`src/bsee_pkg.sv`:
```
package bsee_pkg;

    localparam int          MAX_OUTPUT_WORDS_DEF = 64;
    localparam int          CFG_W                = 10;
    localparam logic [9:0]  OUT_BYTES_RESET      = 10'd32;

    localparam logic [63:0] GOLDEN_GAMMA = 64'h9e37_79b9_7f4a_7c15;
    localparam logic [63:0] MIX_MUL_A    = 64'hbf58_476d_1ce4_e5b9;
    localparam logic [63:0] MIX_MUL_B    = 64'h94d0_49bb_1331_11eb;

    typedef enum logic [2:0] {
        ST_IDLE,
        ST_ABSORB,
        ST_MUL,
        ST_SQUEEZE,
        ST_OUT
    } t_state;

    typedef struct packed {
        logic [7:0] data_byte;
        logic       last_byte;
    } t_in;

    typedef struct packed {
        logic [63:0] out_word;
        logic [3:0]  valid_bytes;
        logic        last_word;
    } t_out;

endpackage

```
`src/byte_stream_entropy_extractor.sv`:
```
// channel  | valid        | ready        | payload
// ---------+--------------+--------------+-------------------------------
// in       | i_in_valid   | o_in_ready   | i_in_data  (t_in)
// out      | o_out_valid  | i_out_ready  | o_out_data (t_out)
// cfg      | i_cfg_valid  | o_cfg_ready  | i_cfg_data (output_bytes)
//
// An input byte passes from accept to the next accept through the accept
// itself, one xor and gamma add, then two 64-bit multiplies, each on the one
// shared 32x32 multiplier (three partial products, registered).
// On a last byte, each output word is generated in the squeeze state, then is held
// in the output register until taken; input stays not ready meanwhile.
// Synchronous active-low reset clears state, position and sets length to 32.
module byte_stream_entropy_extractor
    import bsee_pkg::*;
#(
    parameter int MAX_OUTPUT_WORDS = MAX_OUTPUT_WORDS_DEF
) (
    input  logic             i_clk,
    input  logic             i_rst_n,
    input  logic             i_in_valid,
    output logic             o_in_ready,
    input  t_in              i_in_data,
    output logic             o_out_valid,
    input  logic             i_out_ready,
    output t_out             o_out_data,
    input  logic             i_cfg_valid,
    output logic             o_cfg_ready,
    input  logic [CFG_W-1:0] i_cfg_data
);

    localparam logic [CFG_W-1:0] MAX_BYTES = CFG_W'(8 * MAX_OUTPUT_WORDS);

    t_state             r_state, n_state;
    logic [63:0]        r_mix [4];
    logic [2:0]         r_pos;
    logic [CFG_W-1:0]   r_output_bytes;
    logic [CFG_W-1:0]   r_left;
    logic [7:0]         r_byte;
    logic               r_last;
    logic [1:0]         r_step;
    logic               r_pass;
    logic [63:0]        r_z;
    logic [63:0]        r_acc;
    logic [63:0]        r_prod;
    t_out               r_out;

    logic [1:0]         w_idx;
    logic [1:0]         w_nxt;
    logic [63:0]        w_absorb;
    logic [63:0]        w_const;
    logic [31:0]        w_mul_a;
    logic [31:0]        w_mul_b;
    logic [63:0]        w_prod;
    logic [63:0]        w_sum;
    logic [63:0]        w_xa;
    logic [63:0]        w_xs1;
    logic [CFG_W-1:0]   w_total;
    logic               w_out_fire;

    assign w_idx    = r_pos[1:0];
    assign w_nxt    = w_idx + 2'd1;
    assign w_absorb = (r_mix[w_idx] ^ (64'(r_byte) << {r_pos, 3'b000})) + GOLDEN_GAMMA;

    // shared multiplier: lo*lo, hi*lo, lo*hi; only the low 64 bits matter
    assign w_const = r_pass ? MIX_MUL_B : MIX_MUL_A;
    assign w_mul_a = (r_step == 2'd1) ? r_z[63:32] : r_z[31:0];
    assign w_mul_b = (r_step == 2'd2) ? w_const[63:32] : w_const[31:0];
    assign w_prod  = 64'(w_mul_a) * 64'(w_mul_b);
    assign w_sum   = r_acc + {r_prod[31:0], 32'b0};

    // xorshift128+ step on words 0 and 1
    assign w_xa  = r_mix[0] ^ (r_mix[0] << 23);
    assign w_xs1 = w_xa ^ r_mix[1] ^ (w_xa >> 17) ^ (r_mix[1] >> 26);

    assign w_total = (r_output_bytes == '0)       ? CFG_W'(1)  :
                     (r_output_bytes > MAX_BYTES) ? MAX_BYTES  : r_output_bytes;

    assign w_out_fire = o_out_valid && i_out_ready;

    always_comb begin
        n_state = r_state;
        unique case (r_state)
            ST_IDLE: begin
                if (i_in_valid) n_state = ST_ABSORB;
            end
            ST_ABSORB: n_state = ST_MUL;
            ST_MUL: begin
                if (r_step == 2'd3 && r_pass) n_state = r_last ? ST_SQUEEZE : ST_IDLE;
            end
            ST_SQUEEZE: n_state = ST_OUT;
            ST_OUT: begin
                if (i_out_ready) n_state = r_out.last_word ? ST_IDLE : ST_SQUEEZE;
            end
            default: n_state = ST_IDLE;
        endcase
    end

    always_comb begin
        o_in_ready  = (r_state == ST_IDLE);
        o_out_valid = (r_state == ST_OUT);
        o_out_data  = r_out;
        o_cfg_ready = 1'b1;
    end

    always_ff @(posedge i_clk) begin
        if (!i_rst_n) begin
            r_state        <= ST_IDLE;
            r_pos          <= '0;
            r_step         <= '0;
            r_pass         <= 1'b0;
            r_output_bytes <= OUT_BYTES_RESET;
            for (int k = 0; k < 4; k++) r_mix[k] <= '0;
        end else begin
            r_state <= n_state;
            if (i_cfg_valid) r_output_bytes <= i_cfg_data;

            case (r_state)
                ST_IDLE: begin
                    if (i_in_valid) begin
                        r_byte <= i_in_data.data_byte;
                        r_last <= i_in_data.last_byte;
                    end
                end
                ST_ABSORB: begin
                    r_mix[w_idx] <= w_absorb;
                    r_z          <= w_absorb ^ (w_absorb >> 30);
                    r_step       <= '0;
                    r_pass       <= 1'b0;
                end
                ST_MUL: begin
                    r_prod <= w_prod;
                    r_step <= r_step + 2'd1;
                    if (r_step == 2'd1) r_acc <= r_prod;
                    if (r_step == 2'd2) r_acc <= w_sum;
                    if (r_step == 2'd3) begin
                        r_pass <= ~r_pass;
                        if (!r_pass) begin
                            r_z <= w_sum ^ (w_sum >> 27);
                        end else begin
                            r_mix[w_nxt] <= w_sum ^ (w_sum >> 31);
                            r_pos        <= r_pos + 3'd1;
                            r_left       <= w_total;
                        end
                    end
                end
                ST_SQUEEZE: begin
                    r_mix[0]          <= r_mix[1];
                    r_mix[1]          <= w_xs1;
                    r_out.out_word    <= w_xs1 + r_mix[1];
                    r_out.valid_bytes <= (r_left < CFG_W'(8)) ? r_left[3:0] : 4'd8;
                    r_out.last_word   <= (r_left <= CFG_W'(8));
                    r_left            <= r_left - CFG_W'(8);
                end
                ST_OUT: begin
                    if (i_out_ready && r_out.last_word) begin
                        for (int k = 0; k < 4; k++) r_mix[k] <= '0;
                        r_pos <= '0;
                    end
                end
                default: ;
            endcase
        end
    end

    // one side at a time: never taking a byte while a word is offered
    a_excl: assert property (@(posedge i_clk) disable iff (!i_rst_n)
        !(o_in_ready && o_out_valid))
        else $error("input ready while output word pending");

    // a finished squeeze leaves a cleared position and a ready input
    a_clear: assert property (@(posedge i_clk) disable iff (!i_rst_n)
        w_out_fire && o_out_data.last_word |=> o_in_ready && r_pos == '0)
        else $error("state not cleared after final word");

    // only the final word may be partial, and never empty
    a_vbytes: assert property (@(posedge i_clk) disable iff (!i_rst_n)
        o_out_valid |-> (o_out_data.last_word ? (o_out_data.valid_bytes != 4'd0 &&
                         o_out_data.valid_bytes <= 4'd8) : o_out_data.valid_bytes == 4'd8))
        else $error("bad valid byte count");

    // an accepted byte keeps input ready low through absorb and into the first multiply step
    a_busy: assert property (@(posedge i_clk) disable iff (!i_rst_n)
        i_in_valid && o_in_ready |=> !o_in_ready ##1 !o_in_ready)
        else $error("ready too early after byte accept");

endmodule

```
`config.mk`:
```
export PLATFORM = sky130hd
export DESIGN_NAME = byte_stream_entropy_extractor
export DESIGN_NICKNAME = d
export VERILOG_FILES = /design/src/bsee_pkg.sv /design/src/byte_stream_entropy_extractor.sv
export SDC_FILE = /design/constraint.sdc
export NUM_CORES = 2
export LEC_CHECK = 0
export BUFFER_PORTS_ARGS = -buffer_cell sky130_fd_sc_hd__clkbuf_2
export CAP_MARGIN = 20
export CORE_ASPECT_RATIO = 0.5
export CORE_MARGIN = 2
export CORE_UTILIZATION = 25
export CTS_CLUSTER_SIZE = 30
export DETAILED_ROUTE_END_ITERATION = 6
export GPL_TIMING_DRIVEN = 0
export SYNTH_ARGS = -nofsm -noshare
export SYNTH_HDL_FRONTEND = slang
export SYNTH_SLANG_ARGS = --single-unit
```
`constraint.sdc`:
```
create_clock -name i_clk -period 13.82 [get_ports i_clk]
set_input_delay 0.691 -clock i_clk [delete_from_list [all_inputs] [get_ports i_clk]]
set_output_delay 0.691 -clock i_clk [all_outputs]
set_load 0.01 [all_outputs]
```
==> results.yml <==
global_routing:
  grt_pass1_vias: 49850
  gr-usage-all-layers_pct: 18.92
  antenna_found_initial: 6
  gr-total-overflow: 0
  grt_pass1_wl_mm: 357.5
  grt_max_degree: 63
clocking:
  cts-htree-levels: 2
  cts_setup_buffers: 0
  cts_hold_buffers: 0
  clk_latency_ns: 0.68
  cts_tree: "built"
  clockBufferDepth: 3
  ctsResizeCount: 0
  cts-root-buf: "clkbuf_16"
  clk_pin_slew_ns: 0.06
  numCtsBuffers: 60
  clock_sinks: 557
timing:
  fmax_ghz: 0.07833
  holdWs_ns: 0.2093
  slew_headroom_pct: 12.21
  fin_skew_ns: 0.03766
  tns_ns: 0
  fin_ws_ns: 1.054
  finalCriticalPeriod_ns: 12.77
  fin_crit_sh_pct: 92.37
  rsz0062_at_grt: "no"
  final-max-slew-violation-count: 0
  worst_slew_pin_slew_ns: 1.303
  hold_viol: 0
  setup_viol: 0
setup_path:
  path_class: "reg -> reg"
  cpMaxStageDelayCell: "clkbuf_1"
  crit_top_cell: "fa_1"
  cp-end-kind: "register"
  cp.arrival_ns: 13.15
  worst-path-max-fanout: 12
  cpPeakStageDelay_ns: 0.87
  crit_path_start_kind: "register"
  cp.required_ns: 14.21
placed_design:
  hpwl_mm: 213.4
  place_ws_ns: 1.410
  gp_congestion: 1.016
  io_buffers: 92
  dp.cells: 9834
finish:
  drive_above_1_share_pct: 6.841
  finalNonFillerCells: 9958
  area_growth_pct: 11.51
  nNetsFinal: 7787
detailed_routing:
  dr.pass1.iters: 6
  drc: 0
  ant_nets: 0
  dr_wl_met3_mm: 21.66
  wl_per_cell_um: 25.22
  met1_length_mm: 98.96
  met2_length_mm: 115.5
  vias: 48720
  topRoutingLayerUsed: "met5"
  vias_per_cell: 4.892
  first_iter_violations: 5275
  wl_mm: 251.2
run:
  drv_cap: 0
die:
  coreArea_mm2: 0.2544
  die_h_um: 361.3
  fp.dieW_um: 718.6
  start_util_pct: 25.09
  dieArea_mm2: 0.2596
  io_pins: 96
  fp-row-count: 131
synth:
  syn_avg_cell_area_um2: 10.12
  yosys-top-cells-count: "1059 x inv_1, 802 x fa_1, 536 x edfxtp_1"
  synth_top_area_share_pct: 25.22
  synth_edf_count: 536
  synth.distinct_cells: 103
  syn_inst: 6310
  seq_area_frac_synth_pct: 25.88
  ys_top_cells_by_area: "edfxtp_1 25%, fa_1 25%, ha_1 8.8%"
  yosys.area_share.simple_pct: 10.75
  synthXorXnorAreaFrac_pct: 8.319
  synth_warnings: 0
  synth_compound_area_share_pct: 9.353
  synth.most_common_cell: "inv_1"
  synth_area_mm2: 0.06383
  synthFlopType: "edfxtp_1"
  ys_ff_latch: 557
  synth_nets: 7586
  synthAdderAreaFrac_pct: 33.98
  synth_mux_area_share_pct: 3.997
  synth_top_family_by_area: "adder cells"
  synth_top_area_cell: "edfxtp_1"
  ys_async_sr_fraction_pct: 0
outcome:
  status: "finished, final reports clean"
worst_hold_path:
  min_path_type: "in -> reg"
## sequential cells by signal, indices dropped and copies added (netlist names), named ones only
register,cells
o_out_data,69
r_acc,64
r_byte,8
r_last,1
r_left,10
r_mix,256
r_output_bytes,10
r_pass,1
r_pos,3
r_prod,64
r_state,3
r_step,2
r_z,64
## metal layers
metal	vias up	GRT usage, %
met5	-	0
met4	6	9.468
met3	525	3.736
met2	2448	31.07
met1	24590	23.76
li1	21150	-
## cell type report
type | count | area [µm²]
plain buffers | 230 | 940.9
clock buffers | 71 | 1543
repair buffers | 139 | 1075
inverters | 1063 | 3990
well taps | 3391 | 4243
clock inverters | 43 | 371.6
multi-input cells | 4460 | 42480
fillers | 26780 | 183200
flip-flops and latches | 557 | 16520
diodes | 4 | 10.01
## worst max-delay path, delay by kind of cell, from the launching register on
family                   cells  cell delay, ns
adder cells (fa/ha/maj)     10            4.71
AO/OA/AOI/OAI                6            2.01
flip-flops                   1            0.43
buffers and inverters       11            3.47
XOR/XNOR                     1            0.12
multiplexers                 1            0.57
AND/OR/NAND/NOR              4            1.19
## final timing paths
path / start / endpoint / cells past startpoint / slack (ns)
hold reg to reg: r_output_bytes[5] / r_output_bytes[5] / 2 / 0.52
setup reg to reg: r_step[0] / r_prod[60] / 33 / 1.05
setup / recovery: r_step[0] / r_prod[60] / 33 / 1.05
hold / removal: i_in_data[0] / r_last / 1 / 0.21
## placed cells by master, fill, tap and decap left out, types with 17 or more instances in the layout
cell type	n
o31ai_1	27
a21oi_1	245
nand2_1	497
nand3_1	54
nor2_1	521
and3_1	34
fa_1	802
inv_1	1058
a31oi_1	24
dfxtp_1	21
o21bai_1	27
clkbuf_1	201
o21a_1	17
xnor2_1	406
edfxtp_1	536
nor2b_1	81
o22ai_1	28
buf_1	18
ha_1	450
mux2_2	57
mux2i_1	38
clkbuf_16	60
or2_2	24
nor3_1	49
xor2_1	187
a21o_1	133
mux4_2	63
nand2b_1	47
nand4_1	28
o21ai_1	20
or3_1	19
buf_4	25
o21ai_0	278
clkbuf_2	92
and2_1	34
## metrics by stage
step	instance area, µm²	utilization [%]
finish	71170	27.98
CTS	71080	27.94
detailed placement	69170	27.19
global route	71160	27.97
global placement	68530	26.94
floorplan	63830	-
## cell families after synthesis
logic type / count (synthesis)
AO/OA/AOI/OAI: 954
multiplexers: 167
adder cells (fa/ha/maj): 1252
other: 1
flip-flops: 557
AND/OR/NAND/NOR: 1487
XOR/XNOR: 599
buffers and inverters: 1293
Power is left out: the tool's default activity adds up to more than one toggle a clock period on the data nets, which glitch-free logic cannot reach.
